[config.mk]
export PLATFORM = sky130hd
export DESIGN_NAME = power_button_motor_sequencer_core
export DESIGN_NICKNAME = d
export VERILOG_FILES = /design/src/hw/rtl/pbms_pkg.sv /design/src/hw/rtl/power_button_motor_sequencer_core.sv /design/src/hw/rtl/pbms_cfg.sv /design/src/hw/rtl/pbms_core.sv
export SDC_FILE = /design/constraint.sdc
export NUM_CORES = 1
export LEC_CHECK = 0
export ABC_AREA = 1
export BUFFER_PORTS_ARGS = -buffer_cell sky130_fd_sc_hd__buf_2
export CAP_MARGIN = 0
export CORE_UTILIZATION = 64
export CTS_BUF_LIST = sky130_fd_sc_hd__clkbuf_2 sky130_fd_sc_hd__clkbuf_4 sky130_fd_sc_hd__clkbuf_8
export DETAILED_ROUTE_END_ITERATION = 6
export PLACE_DENSITY = 0.82
export SLEW_MARGIN = 10
export SYNTH_ARGS = -nofsm -noshare
export SYNTH_HDL_FRONTEND = slang
export SYNTH_HIERARCHICAL = 1
export SYNTH_SLANG_ARGS = --single-unit
[constraint.sdc]
create_clock -name clk -period 15.2 [get_ports clk]
set_input_delay 4.56 -clock clk [delete_from_list [all_inputs] [get_ports clk]]
set_output_delay 4.56 -clock clk [all_outputs]
set_load 0.01 [all_outputs]
[src/hw/rtl/pbms_pkg.sv]
// Shared types, register codes and reset values for the power button motor sequencer.
// No dependencies; every RTL file refers to this package by scoped names.
package pbms_pkg;

    localparam int CFG_INDEX_W = 3;
    localparam int CFG_DATA_W  = 32;
    localparam int BATT_W      = 10;
    localparam int MODE_W      = 3;
    localparam int MODE_CNT_W  = 4;
    localparam int LIMIT_W     = 32;
    localparam int PRESS_W     = 16;

    // Register indexes on the configuration port
    localparam logic [CFG_INDEX_W-1:0] CFG_INACTIVITY_LIMIT = 3'd0;
    localparam logic [CFG_INDEX_W-1:0] CFG_POWER_ON_PRESS   = 3'd1;
    localparam logic [CFG_INDEX_W-1:0] CFG_SHUTDOWN_PRESS   = 3'd2;
    localparam logic [CFG_INDEX_W-1:0] CFG_RUN_ON           = 3'd3;
    localparam logic [CFG_INDEX_W-1:0] CFG_GATE_ARM_DELAY   = 3'd4;
    localparam logic [CFG_INDEX_W-1:0] CFG_LOW_BATTERY      = 3'd5;
    localparam logic [CFG_INDEX_W-1:0] CFG_MODE_COUNT       = 3'd6;

    // Register reset values
    localparam logic [LIMIT_W-1:0]    RST_INACTIVITY_LIMIT = 32'd180000;
    localparam logic [PRESS_W-1:0]    RST_POWER_ON_PRESS   = 16'd1500;
    localparam logic [PRESS_W-1:0]    RST_SHUTDOWN_PRESS   = 16'd3000;
    localparam logic [PRESS_W-1:0]    RST_RUN_ON           = 16'd3000;
    localparam logic [PRESS_W-1:0]    RST_GATE_ARM_DELAY   = 16'd500;
    localparam logic [BATT_W-1:0]     RST_LOW_BATTERY      = 10'd512;
    localparam logic [MODE_CNT_W-1:0] RST_MODE_COUNT       = 4'd3;

    localparam logic [MODE_CNT_W-1:0] MODE_CNT_MAX = 4'd8;

    typedef enum logic [1:0] {
        ST_OFF    = 2'd0,
        ST_IDLE   = 2'd1,
        ST_ACTIVE = 2'd2
    } main_state_t;

    typedef struct packed {
        logic [LIMIT_W-1:0]    inactivity_limit_ms;
        logic [PRESS_W-1:0]    power_on_press_ms;
        logic [PRESS_W-1:0]    shutdown_press_ms;
        logic [PRESS_W-1:0]    run_on_ms;
        logic [PRESS_W-1:0]    gate_arm_delay_ms;
        logic [BATT_W-1:0]     low_battery_level;
        logic [MODE_CNT_W-1:0] mode_count;
    } cfg_t;

    typedef struct packed {
        logic              kind;
        logic              power_key_level;
        logic              func_key_level;
        logic              sensor_level;
        logic              power_key_edge;
        logic              func_key_edge;
        logic              sensor_edge;
        logic [BATT_W-1:0] battery_sample;
    } item_t;

    typedef struct packed {
        logic [1:0]        main_state;
        logic              powered;
        logic              motor_drive;
        logic              sensor_power;
        logic              sensor_armed;
        logic [MODE_W-1:0] rotation_mode;
        logic              speed_step;
        logic              low_battery_alarm;
        logic              converter_enable;
    } result_t;

    // (idx + 1) mod count, count clamped to 1..8; at most eight subtract steps
    function automatic logic [MODE_W-1:0] mode_wrap(
        input logic [MODE_W-1:0]     idx,
        input logic [MODE_CNT_W-1:0] count
    );
        logic [MODE_CNT_W-1:0] mc;
        logic [MODE_CNT_W-1:0] r;
        begin
            if (count == '0)
                mc = MODE_CNT_W'(1);
            else if (count > MODE_CNT_MAX)
                mc = MODE_CNT_MAX;
            else
                mc = count;
            r = MODE_CNT_W'(idx) + MODE_CNT_W'(1);
            for (int i = 0; i < 8; i++)
            begin
                if (r >= mc)
                    r = r - mc;
            end
            return r[MODE_W-1:0];
        end
    endfunction

endpackage

[src/hw/rtl/power_button_motor_sequencer_core.sv]
// Power button motor sequencer, top level: input register, sequencer core, result register.
// An accepted item waits in the input register; its result is registered in the result register.
// One item per cycle while out_ready is high; an empty input register fills while a result waits.
// Reset (rst_n, async, active low): unit off, timestamps invalid, time zero, registers
// at their documented defaults; both stages empty. No clearing pass.
// Depends on pbms_pkg, pbms_cfg and pbms_core.
module power_button_motor_sequencer_core #(
    parameter int TIME_WIDTH = 32
) (
    input  logic                                clk,
    input  logic                                rst_n,

    // input item channel
    input  logic                                in_valid,
    output logic                                in_ready,
    input  logic                                kind,
    input  logic                                power_key_level,
    input  logic                                func_key_level,
    input  logic                                sensor_level,
    input  logic                                power_key_edge,
    input  logic                                func_key_edge,
    input  logic                                sensor_edge,
    input  logic [pbms_pkg::BATT_W-1:0]         battery_sample,

    // result channel
    output logic                                out_valid,
    input  logic                                out_ready,
    output logic [1:0]                          main_state,
    output logic                                powered,
    output logic                                motor_drive,
    output logic                                sensor_power,
    output logic                                sensor_armed,
    output logic [pbms_pkg::MODE_W-1:0]         rotation_mode,
    output logic                                speed_step,
    output logic                                low_battery_alarm,
    output logic                                converter_enable,

    // configuration write channel
    input  logic                                cfg_valid,
    output logic                                cfg_ready,
    input  logic [pbms_pkg::CFG_INDEX_W-1:0]    cfg_index,
    input  logic [pbms_pkg::CFG_DATA_W-1:0]     cfg_data
);

    pbms_pkg::cfg_t     cfg;
    pbms_pkg::item_t    item_reg;
    pbms_pkg::item_t    item_in;
    pbms_pkg::result_t  res;
    pbms_pkg::result_t  res_reg;
    logic               in_full_reg;
    logic               in_full_next;
    logic               out_full_reg;
    logic               out_full_next;
    logic               in_xfer;
    logic               fire;

    // Config writes are always taken; software writes only while the block is idle (not enforced here).
    assign cfg_ready = 1'b1;

    pbms_cfg u_cfg (
        .clk      (clk),
        .rst_n    (rst_n),
        .wr_en    (cfg_valid),
        .wr_index (cfg_index),
        .wr_data  (cfg_data),
        .cfg      (cfg)
    );

    assign item_in = '{
        kind:            kind,
        power_key_level: power_key_level,
        func_key_level:  func_key_level,
        sensor_level:    sensor_level,
        power_key_edge:  power_key_edge,
        func_key_edge:   func_key_edge,
        sensor_edge:     sensor_edge,
        battery_sample:  battery_sample
    };

    // The held item is processed when the result register is free or being drained.
    // State in the core advances only on that cycle, so stalls never repeat an item.
    assign fire     = in_full_reg && (!out_full_reg || out_ready);
    assign in_ready = !in_full_reg || fire;
    assign in_xfer  = in_valid && in_ready;

    always_comb
    begin
        if (in_xfer)
            in_full_next = 1'b1;
        else if (fire)
            in_full_next = 1'b0;
        else
            in_full_next = in_full_reg;

        if (fire)
            out_full_next = 1'b1;
        else if (out_ready)
            out_full_next = 1'b0;
        else
            out_full_next = out_full_reg;
    end

    always_ff @(posedge clk or negedge rst_n)
    begin
        if (!rst_n)
        begin
            in_full_reg  <= 1'b0;
            out_full_reg <= 1'b0;
        end
        else
        begin
            in_full_reg  <= in_full_next;
            out_full_reg <= out_full_next;
        end
    end

    // payload registers, no reset needed
    always_ff @(posedge clk)
    begin
        if (in_xfer)
            item_reg <= item_in;
        if (fire)
            res_reg <= res;
    end

    pbms_core #(
        .TIME_WIDTH (TIME_WIDTH)
    ) u_core (
        .clk   (clk),
        .rst_n (rst_n),
        .fire  (fire),
        .item  (item_reg),
        .cfg   (cfg),
        .res   (res)
    );

    assign out_valid         = out_full_reg;
    assign main_state        = res_reg.main_state;
    assign powered           = res_reg.powered;
    assign motor_drive       = res_reg.motor_drive;
    assign sensor_power      = res_reg.sensor_power;
    assign sensor_armed      = res_reg.sensor_armed;
    assign rotation_mode     = res_reg.rotation_mode;
    assign speed_step        = res_reg.speed_step;
    assign low_battery_alarm = res_reg.low_battery_alarm;
    assign converter_enable  = res_reg.converter_enable;

endmodule

[src/hw/rtl/pbms_cfg.sv]
// Configuration register file for the power button motor sequencer.
// Depends on pbms_pkg (cfg_t, register indexes, reset values).
module pbms_cfg (
    input  logic                               clk,
    input  logic                               rst_n,
    input  logic                               wr_en,
    input  logic [pbms_pkg::CFG_INDEX_W-1:0]   wr_index,
    input  logic [pbms_pkg::CFG_DATA_W-1:0]    wr_data,
    output pbms_pkg::cfg_t                     cfg
);

    pbms_pkg::cfg_t cfg_reg;
    pbms_pkg::cfg_t cfg_next;

    always_comb
    begin
        cfg_next = cfg_reg;
        if (wr_en)
        begin
            case (wr_index)
                pbms_pkg::CFG_INACTIVITY_LIMIT:
                    cfg_next.inactivity_limit_ms = wr_data[pbms_pkg::LIMIT_W-1:0];
                pbms_pkg::CFG_POWER_ON_PRESS:
                    cfg_next.power_on_press_ms = wr_data[pbms_pkg::PRESS_W-1:0];
                pbms_pkg::CFG_SHUTDOWN_PRESS:
                    cfg_next.shutdown_press_ms = wr_data[pbms_pkg::PRESS_W-1:0];
                pbms_pkg::CFG_RUN_ON:
                    cfg_next.run_on_ms = wr_data[pbms_pkg::PRESS_W-1:0];
                pbms_pkg::CFG_GATE_ARM_DELAY:
                    cfg_next.gate_arm_delay_ms = wr_data[pbms_pkg::PRESS_W-1:0];
                pbms_pkg::CFG_LOW_BATTERY:
                    cfg_next.low_battery_level = wr_data[pbms_pkg::BATT_W-1:0];
                pbms_pkg::CFG_MODE_COUNT:
                    cfg_next.mode_count = wr_data[pbms_pkg::MODE_CNT_W-1:0];
                default:
                    cfg_next = cfg_reg;
            endcase
        end
    end

    always_ff @(posedge clk or negedge rst_n)
    begin
        if (!rst_n)
        begin
            cfg_reg.inactivity_limit_ms <= pbms_pkg::RST_INACTIVITY_LIMIT;
            cfg_reg.power_on_press_ms   <= pbms_pkg::RST_POWER_ON_PRESS;
            cfg_reg.shutdown_press_ms   <= pbms_pkg::RST_SHUTDOWN_PRESS;
            cfg_reg.run_on_ms           <= pbms_pkg::RST_RUN_ON;
            cfg_reg.gate_arm_delay_ms   <= pbms_pkg::RST_GATE_ARM_DELAY;
            cfg_reg.low_battery_level   <= pbms_pkg::RST_LOW_BATTERY;
            cfg_reg.mode_count          <= pbms_pkg::RST_MODE_COUNT;
        end
        else
        begin
            cfg_reg <= cfg_next;
        end
    end

    assign cfg = cfg_reg;

endmodule

[src/hw/rtl/pbms_core.sv]
// Sequencer state registers and the single-pass next-state logic for one item.
// Depends on pbms_pkg (item_t, cfg_t, result_t, main_state_t, mode_wrap).
module pbms_core #(
    parameter int TIME_WIDTH = 32
) (
    input  logic                clk,
    input  logic                rst_n,
    input  logic                fire,
    input  pbms_pkg::item_t     item,
    input  pbms_pkg::cfg_t      cfg,
    output pbms_pkg::result_t   res
);

    // compare width: wide enough for both the time difference and a 32-bit duration
    localparam int CW = (TIME_WIDTH > pbms_pkg::LIMIT_W) ? TIME_WIDTH : pbms_pkg::LIMIT_W;

    typedef logic [TIME_WIDTH-1:0] stamp_at_t;

    // wrapped difference, zero-extended, against the duration
    function automatic logic elapsed(
        input stamp_at_t        now_t,
        input stamp_at_t        since,
        input logic [CW-1:0]    dur
    );
        stamp_at_t     diff;
        logic [CW-1:0] wide;
        begin
            diff = now_t - since;
            wide = CW'(diff);
            return wide >= dur;
        end
    endfunction

    stamp_at_t                  time_reg,       time_next;
    stamp_at_t                  activity_reg,   activity_next;
    pbms_pkg::main_state_t      state_reg,      state_next;
    logic                       power_reg,      power_next;
    logic                       armed_reg,      armed_next;
    logic                       alarm_reg,      alarm_next;
    logic [pbms_pkg::MODE_W-1:0] mode_reg,      mode_next;
    logic                       on_vld_reg,     on_vld_next;
    stamp_at_t                  on_at_reg,      on_at_next;
    logic                       off_vld_reg,    off_vld_next;
    stamp_at_t                  off_at_reg,     off_at_next;
    logic                       pp_vld_reg,     pp_vld_next;
    stamp_at_t                  pp_at_reg,      pp_at_next;
    logic                       fp_vld_reg,     fp_vld_next;
    stamp_at_t                  fp_at_reg,      fp_at_next;
    logic                       speed_pulse;
    logic                       conv_pulse;

    always_comb
    begin
        time_next     = time_reg;
        activity_next = activity_reg;
        state_next    = state_reg;
        power_next    = power_reg;
        armed_next    = armed_reg;
        alarm_next    = alarm_reg;
        mode_next     = mode_reg;
        on_vld_next   = on_vld_reg;
        on_at_next    = on_at_reg;
        off_vld_next  = off_vld_reg;
        off_at_next   = off_at_reg;
        pp_vld_next   = pp_vld_reg;
        pp_at_next    = pp_at_reg;
        fp_vld_next   = fp_vld_reg;
        fp_at_next    = fp_at_reg;
        speed_pulse   = 1'b0;
        conv_pulse    = 1'b0;

        // time base and event stamping
        if (!item.kind)
        begin
            time_next = time_reg + TIME_WIDTH'(1);
        end
        else
        begin
            activity_next = time_reg;
            if (item.power_key_edge && item.power_key_level)
            begin
                pp_vld_next = 1'b1;
                pp_at_next  = time_reg;
            end
            if (item.func_key_edge && item.func_key_level)
            begin
                fp_vld_next = 1'b1;
                fp_at_next  = time_reg;
            end
            if (armed_reg && item.sensor_edge && item.sensor_level)
            begin
                on_vld_next  = 1'b1;
                on_at_next   = time_reg;
                off_vld_next = 1'b0;
            end
        end

        // power key: long hold powers on or off, release is a short press
        if (pp_vld_next)
        begin
            if (item.power_key_level)
            begin
                if (state_next == pbms_pkg::ST_OFF)
                begin
                    if (elapsed(time_next, pp_at_next, CW'(cfg.power_on_press_ms)))
                    begin
                        power_next    = 1'b1;
                        activity_next = time_next;
                    end
                end
                else if (elapsed(time_next, pp_at_next, CW'(cfg.shutdown_press_ms)))
                begin
                    power_next   = 1'b0;
                    armed_next   = 1'b0;
                    alarm_next   = 1'b0;
                    off_vld_next = 1'b0;
                    pp_vld_next  = 1'b0;
                    state_next   = pbms_pkg::ST_OFF;
                end
            end
            else
            begin
                pp_vld_next = 1'b0;
                if (state_next != pbms_pkg::ST_OFF)
                begin
                    speed_pulse   = 1'b1;
                    activity_next = time_next;
                end
            end
        end

        // function key steps the rotation mode
        if (state_next != pbms_pkg::ST_OFF && fp_vld_next && item.func_key_level)
        begin
            mode_next   = pbms_pkg::mode_wrap(mode_reg, cfg.mode_count);
            fp_vld_next = 1'b0;
        end

        case (state_next)
            pbms_pkg::ST_OFF:
            begin
                // boot check
                if (power_next)
                begin
                    conv_pulse = 1'b1;
                    alarm_next = item.battery_sample < cfg.low_battery_level;
                    state_next = pbms_pkg::ST_IDLE;
                    armed_next = 1'b0;
                end
            end
            pbms_pkg::ST_IDLE:
            begin
                if (elapsed(time_next, activity_next, CW'(cfg.inactivity_limit_ms)))
                begin
                    power_next   = 1'b0;
                    armed_next   = 1'b0;
                    alarm_next   = 1'b0;
                    off_vld_next = 1'b0;
                    pp_vld_next  = 1'b0;
                    state_next   = pbms_pkg::ST_OFF;
                end
                else
                begin
                    if (!armed_next &&
                        elapsed(time_next, activity_next, CW'(cfg.gate_arm_delay_ms)))
                        armed_next = 1'b1;
                    if (on_vld_next)
                        state_next = pbms_pkg::ST_ACTIVE;
                end
            end
            pbms_pkg::ST_ACTIVE:
            begin
                // run-on: stamp the clear, fall back to idle once it has elapsed
                if (!item.sensor_level && !off_vld_next)
                begin
                    off_vld_next = 1'b1;
                    off_at_next  = time_next;
                    on_vld_next  = 1'b0;
                end
                if (off_vld_next && elapsed(time_next, off_at_next, CW'(cfg.run_on_ms)))
                begin
                    off_vld_next = 1'b0;
                    state_next   = pbms_pkg::ST_IDLE;
                end
            end
            default:
            begin
                state_next = state_reg;
            end
        endcase

        res.main_state        = state_next;
        res.powered           = power_next;
        res.motor_drive       = (state_next == pbms_pkg::ST_ACTIVE);
        res.sensor_power      = (state_next != pbms_pkg::ST_OFF);
        res.sensor_armed      = armed_next;
        res.rotation_mode     = mode_next;
        res.speed_step        = speed_pulse;
        res.low_battery_alarm = alarm_next;
        res.converter_enable  = conv_pulse;
    end

    always_ff @(posedge clk or negedge rst_n)
    begin
        if (!rst_n)
        begin
            time_reg     <= '0;
            activity_reg <= '0;
            state_reg    <= pbms_pkg::ST_OFF;
            power_reg    <= 1'b0;
            armed_reg    <= 1'b0;
            alarm_reg    <= 1'b0;
            mode_reg     <= '0;
            on_vld_reg   <= 1'b0;
            off_vld_reg  <= 1'b0;
            pp_vld_reg   <= 1'b0;
            fp_vld_reg   <= 1'b0;
        end
        else if (fire)
        begin
            time_reg     <= time_next;
            activity_reg <= activity_next;
            state_reg    <= state_next;
            power_reg    <= power_next;
            armed_reg    <= armed_next;
            alarm_reg    <= alarm_next;
            mode_reg     <= mode_next;
            on_vld_reg   <= on_vld_next;
            off_vld_reg  <= off_vld_next;
            pp_vld_reg   <= pp_vld_next;
            fp_vld_reg   <= fp_vld_next;
        end
    end

    // stamp values are qualified by their valid bits
    always_ff @(posedge clk)
    begin
        if (fire)
        begin
            on_at_reg  <= on_at_next;
            off_at_reg <= off_at_next;
            pp_at_reg  <= pp_at_next;
            fp_at_reg  <= fp_at_next;
        end
    end

endmodule
==> impl_results.md, run 1 <==
- Max reg flops: 110
- CORE AREA: 0.0366 sq mm
- Yosys reg bits: 281
- Number of synthesized flops with an enable pin: 93
- Initial antenna violation count: 0
- Worst EP arrival: 13380 ps
- Post-synth top flop: dfrtp_1
- Critical path class: flop to flop
- Overflow after GRT: 0
- Post-DP Area: 0.0245 sq mm
- Pre-CTS setup slack: 2470 ps
- Startpoint types: flop
- Syn_area_per_cell: 7.09 sq um
- Diodes inserted: 0
- Vias in the first global route: 21.8k
- Worst-Margin Slew: 1150 ps
- Std-Cell Rows: 70
- Routed vias: 22.6k
- Routed len/inst: 17.6 um
- Simple-gate share of the synthesized area: 26.6%
- # clock sinks: 281
- Outcome: complete, no violations
- Final worst-path cycle share: 84.5%
- CTS max path bufs: 3
- Setup Buffers After CTS: 0
- Nets: 3711
- Worst clock skew: 32.6 ps
- Slowest stage cell, crit path: fa_1
- Setup TNS Final: 0 ps
- Syn Std Cell Area: 0.0238 sq mm
- Compound-Gate Fraction of Synth Area: 13.6%
- Chip width: 195 um
- Post-synthesis async set-or-reset flop share: 66.9%
- DRT Pass-1 Iters: 6
- PortBufs: 70
- Layout cells sized above 1: 9.05%
- Final worst slack: 2360 ps
- DRT Wirelength: 68800 um
- Post-route minimum period: 12840 ps
- Adder-cell share of the synthesized area: 13.3%
- Fillers: 3059
- Design area: 0.0256 sq mm
- First-pass GRT wire length: 110000 um
- Post-route ant nets: 0
- Skew-Pair Late Insertion Delay: 640 ps
- Slew Limit Fails: 0
- Hold Buf Count CTS: 0
- Largest net degree at the start of global routing: 119
- XOR/XNOR share of the synthesized area: 3.72%
- Die area: 0.0379 sq mm
- Mux cell area share after synthesis: 0.353%
- Ys Warns: 6
- DRC errors left: 0
- Initial Utilization: 64.9%
- TritonCTS clock tree: done
- Endpoints failing setup: 0
- CTS H-tree depth: 2
- Mapped Nets: 3658
- Max cap viols: 0
- GRT Total Usage: 36.3%
- Initial drt markers: 1909
- Routability cong.: 1.02
- Reg2reg path depth: 56
- Post-Syn Instances: 3354
- I/O Pins: 72
- CP endpoint kind: flop
- Die H: 195 um
- Hold path depth: 2
- DP Wirelength: 53000 um
- Clock Pin Slew Worst Setup and Hold Paths: 70 ps
- Max incr delay on CP: 550 ps
- Hold Vio Cnt, Final: 0
- Via/cell ratio: 5.77
- FF-to-FF setup slack: 2360 ps
- Post-synth cell types: 69
- CTS buffer count: 49
- Maximum fanout along the worst path: 11
- Gates resized, CTS repair: 0
- HP Class: flop to flop
- CTS root buffer: clkbuf_8
- Largest family of logic cells by synthesized area: simple AND/OR/NAND/NOR gates
- Worst rel slew slack: 23.1%
- Req. time, crit path: 15740 ps
- Highest Clock Rate: 0.0779 GHz
- CP most frequent cell: ha_1
- Area Growth Syn to Fin: 7.76%
- Seq/Total Area, Yosys: 31.7%
- RSZ-0062 raised after global routing: false
-- cells in the final DEF (no fill, tap or decap), types with 15 or more instances in the layout --
cell type	count
edfxtp_1	93
inv_2	20
inv_1	539
o21ai_0	186
or2_1	18
xor2_1	75
nor2_1	174
a22oi_1	17
or2_2	15
nand4_1	27
dfrtp_1	149
buf_4	22
dfstp_2	39
nand2_1	989
ha_1	236
xnor2_1	26
nand3_1	169
nor3_1	35
clkbuf_4	19
o21ai_1	69
a21oi_1	176
clkbuf_8	57
buf_2	69
-- critical path, delay by kind of cell (launching register included) --
family	cells	cell delay, ps
buffers and inverters	6	940
adders and majority gates	13	3880
AOI/OAI and AO/OA	22	5310
and+or+nand+nor	14	1910
DFF	1	340
muxes	1	390
-- synth_stat cells, drive strengths merged (2+ instances only) --
library cell	count	area [sq um]
a221oi	9	78.8
a32oi	3	26.3
a211oi	12	95.1
a22oi	17	128
o31ai	4	40.0
o221ai	11	96.3
a31oi	12	75.1
dfrtp	149	3730
nor2	188	766
nand2	1001	3790
o22ai	8	50.1
mux2	3	33.8
a21o	7	52.6
buf	43	248
fa	11	220
edfxtp	93	2790
and2	4	25.0
xor2	75	657
xnor2	26	228
nor3	37	208
inv	559	2100
dfstp	39	1020
ha	236	2950
a21boi	7	56.3
o211ai	9	77.6
clkbuf	47	176
o21ai	262	1340
o2111ai	3	26.3
or2	46	290
o21bai	8	60.1
nand3b	5	37.5
nor3b	3	27.5
a21oi	179	903
nor4	8	50.1
o31a	2	17.5
o21a	8	60.1
nand4	28	181
nand3	178	938
a311o	3	30.0
mux2i	5	50.1
-- final timing paths --
| kind | from | endpoint |
|---|---|---|
| max | u_cfg/cfg[3] | u_core/mode_reg[2] |
| max in group asynchronous | rst_n | u_core/time_reg[30] |
| max reg2reg | u_cfg/cfg[3] | u_core/mode_reg[2] |
| min | u_cfg/cfg[19] | u_cfg/cfg[19] |
| min reg2reg | u_cfg/cfg[19] | u_cfg/cfg[19] |
| min in group asynchronous | rst_n | u_cfg/cfg[15] |
-- cell families (layout without fill, tap and decap cells) --
kind of cell | Yosys count | count (layout)
compound gates | 566 | 566
xor+xnor | 101 | 101
fa+ha+maj | 247 | 247
buf+inv | 650 | 744
flops | 281 | 281
mux | 8 | 8
other cells | 1 | 1
simple gates | 1500 | 1500
-- per-stage QoR --
| stage | util [%] | std cells | hold slack (ps) |
|---|---|---|---|
| 3_3_place_gp | 66.9 | 3824 | 450 |
| 5_1_grt | 70.0 | 3916 | 473 |
| 4_1_cts | 70.0 | 3916 | 465 |
| 2_1_floorplan | - | 3354 | 442 |
| 6_report | 70.0 | 3916 | 463 |
| 3_5_place_dp | 66.9 | 3824 | 455 |
-- per-layer routing --
metal	global-route usage, %	vias up	wire length, um
met5	0	-	0
met3	5.40	152	5970
li1	-	11000	-
met1	48.0	10500	28300
met4	14.5	0	2510
met2	60.0	903	32100
-- layout make-up --
cell class | count | area [sq um] | share of cell area, %
multi-input combinational | 2423 | 13700 | 53.6
clock inverter | 17 | 220 | 0.860
clock buffer | 75 | 913 | 3.57
tap | 468 | 586 | 2.29
timing repair buffer | 92 | 524 | 2.05
sequential | 281 | 7550 | 29.5
inverter | 560 | 2100 | 8.21
Power of run 1 is left out: the tool's default activity adds up to more than one toggle a clock period on the data nets, which glitch-free logic cannot reach.
==> inputs of run 2 (changes only) <==
--- a/config.mk
+++ b/config.mk
@@ -8,10 +8,10 @@
 export ABC_AREA = 1
 export BUFFER_PORTS_ARGS = -buffer_cell sky130_fd_sc_hd__buf_2
 export CAP_MARGIN = 0
-export CORE_UTILIZATION = 64
+export CORE_UTILIZATION = 59
 export CTS_BUF_LIST = sky130_fd_sc_hd__clkbuf_2 sky130_fd_sc_hd__clkbuf_4 sky130_fd_sc_hd__clkbuf_8
 export DETAILED_ROUTE_END_ITERATION = 6
-export PLACE_DENSITY = 0.82
+export PLACE_DENSITY = 0.79
 export SLEW_MARGIN = 10
 export SYNTH_ARGS = -nofsm -noshare
 export SYNTH_HDL_FRONTEND = slang
==> constraint.sdc (replaced) <==
create_clock -name clk -period 11.5 [get_ports clk]
set_input_delay 3.45 -clock clk [delete_from_list [all_inputs] [get_ports clk]]
set_output_delay 3.45 -clock clk [all_outputs]
set_load 0.01 [all_outputs]
==> run 2 against run 1 <==
Compared with the run above: the flow now finishes with violations (design-rule violations); worst hold slack got worse by 1.6 ps; sequential cell count unchanged; global-route usage down 2.1 points; core utilization fell by 4.1 points; clock skew is 3.2 ps higher.
==> impl_results.md, run 2 (synthesis gave the netlist of run 1 again) <==
- Outcome: complete, but fails checks
- Failing checks: design-rule violations
- Routed vias: 22.6k
- CP delay by family, top: compound AO/OA/AOI/OAI gates
- CTS H-tree depth: 2
- Commonest non-fill, non-tap cell in the layout: nand2_1
- Worst rel slew slack: 28.3%
- Startpoint types: flop
- # clock sinks: 281
- Post-route ant nets: 0
- DRC errors left: 4
- Layout cells sized above 1: 11.0%
- I/O Pins: 72
- Initial Utilization: 59.8%
- Post-route minimum period: 11060 ps
- Std-Cell Rows: 73
- Initial drt markers: 2009
- Die area: 0.0411 sq mm
- TritonCTS clock tree: done
- Most frequent cells in the layout: nand2_1, inv_1, ha_1, o21ai_0, nor2_1
- GRT Total Usage: 34.2%
- Buf/Inv on CP: 9
- CTS max path bufs: 3
- Worst EP arrival: 11620 ps
- Max cap viols: 0
- HP Class: flop to flop
- DP Wirelength: 53500 um
- CORE AREA: 0.0397 sq mm
- Via/cell ratio: 5.65
- Clock Pin Slew Worst Setup and Hold Paths: 60 ps
- First-pass GRT wire length: 111000 um
- Fillers: 3580
- Largest net degree at the start of global routing: 102
- Endpoints failing setup: 0
- DRT Wirelength: 70000 um
- Nets: 3741
- Slowest stage cell, crit path: dfstp_2
- Setup TNS Final: 0 ps
- Critical path class: flop to flop
- Worst-Margin Slew: 1070 ps
- Highest Clock Rate: 0.0904 GHz
- Vias in the first global route: 22.2k
- Hold Vio Cnt, Final: 0
- Diodes inserted: 0
- Area Growth Syn to Fin: 10.2%
- Design area: 0.0262 sq mm
- Chip width: 203 um
- Worst clock skew: 35.8 ps
- CTS root buffer: clkbuf_8
- Max reg flops: 110
- CP most frequent cell: nand2_1
- Final worst-path cycle share: 96.2%
- Die H: 203 um
- Overflow after GRT: 0
- Initial antenna violation count: 1
- CP endpoint kind: flop
- CTS buffer count: 50
- PortBufs: 70
- Skew-Pair Late Insertion Delay: 660 ps
- Post-DP Area: 0.0247 sq mm
- Maximum fanout along the worst path: 8
- Routed len/inst: 17.5 um
- Req. time, crit path: 12060 ps
- Slew Limit Fails: 0
- Max incr delay on CP: 540 ps
- Routability cong.: 0.980
- DRT Pass-1 Iters: 7
- Hold Buf Count CTS: 0
run 2: changes by cell type in the layout (fill, tap and decap cells not counted), moves of 5 or more:
cell      change
ha_1          -7
ha_2          +6
buf_4        +25
fa_2          +7
o21ai_2      +10
clkinv_2      +6
o21ai_1       -6
fa_1          -7
a21oi_1       -6
clkbuf_4      -6
a21oi_4       +6
o21ai_0       -5
run 2: layout make-up:
| cell class | instances | area (sq um) | share of cell area (%) |
|---|---|---|---|
| repair buffers | 121 | 766 | 2.92 |
| well taps | 525 | 657 | 2.51 |
| clock inverters | 22 | 240 | 0.917 |
| flip-flops and latches | 281 | 7550 | 28.8 |
| multi-input cells | 2423 | 14000 | 53.3 |
| inverters | 560 | 2100 | 8.03 |
| clock buffers | 72 | 910 | 3.47 |
run 2: stage by stage:
step                      hold WS (ps)  instances  setup slack (ps)  utilization, %
after floorplan                    442       3354               424               -
after global placement             452       3899               138            62.2
after detailed placement           454       3899              -389            62.2
after CTS                          464       3993              26.0            65.2
after global routing               477       4004              -245            65.9
final                              462       4004               437            65.9
run 2: repair_timing:
action,4_1_cts,5_1_grt
endpoints found under the setup margin,6,17
gates resized for setup,7,53
pin swaps,0,21
buffers inserted,0,11
endpoints found under the hold margin,0,0
gates cloned,0,0
run 2: path summary, 6_finish.rpt:
| check | to | depth (start not counted) | start | slack (ps) |
|---|---|---|---|---|
| max in group asynchronous | u_cfg/cfg[43] | 3 | rst_n | 6630 |
| worst max register to register | u_core/mode_reg[2] | 61 | u_cfg/cfg[1] | 440 |
| worst min register to register | u_cfg/cfg[66] | 2 | u_cfg/cfg[66] | 460 |
| min in group asynchronous | u_core/time_reg[28] | 1 | rst_n | 2820 |
| worst min-delay path | u_cfg/cfg[66] | 2 | u_cfg/cfg[66] | 460 |
| worst max-delay path | u_core/mode_reg[2] | 61 | u_cfg/cfg[1] | 440 |
run 2: routing by layer:
layer / GRT usage, % / part of all wire, %
met2: 56.3 / 46
met5: 0 / 0.043
met3: 5.49 / 7.6
met4: 15.8 / 4.3
met1: 44.2 / 42
run 2: worst reg2reg max path: cells and delay by family (launching register included):
| family | cells | cell delay [ps] |
|---|---|---|
| compound gates | 23 | 4310 |
| simple gates | 16 | 1560 |
| mux | 1 | 360 |
| buf+inv | 9 | 950 |
| flops | 1 | 540 |
| fa+ha+maj | 12 | 3240 |
Power of run 2 is left out for the same reason.
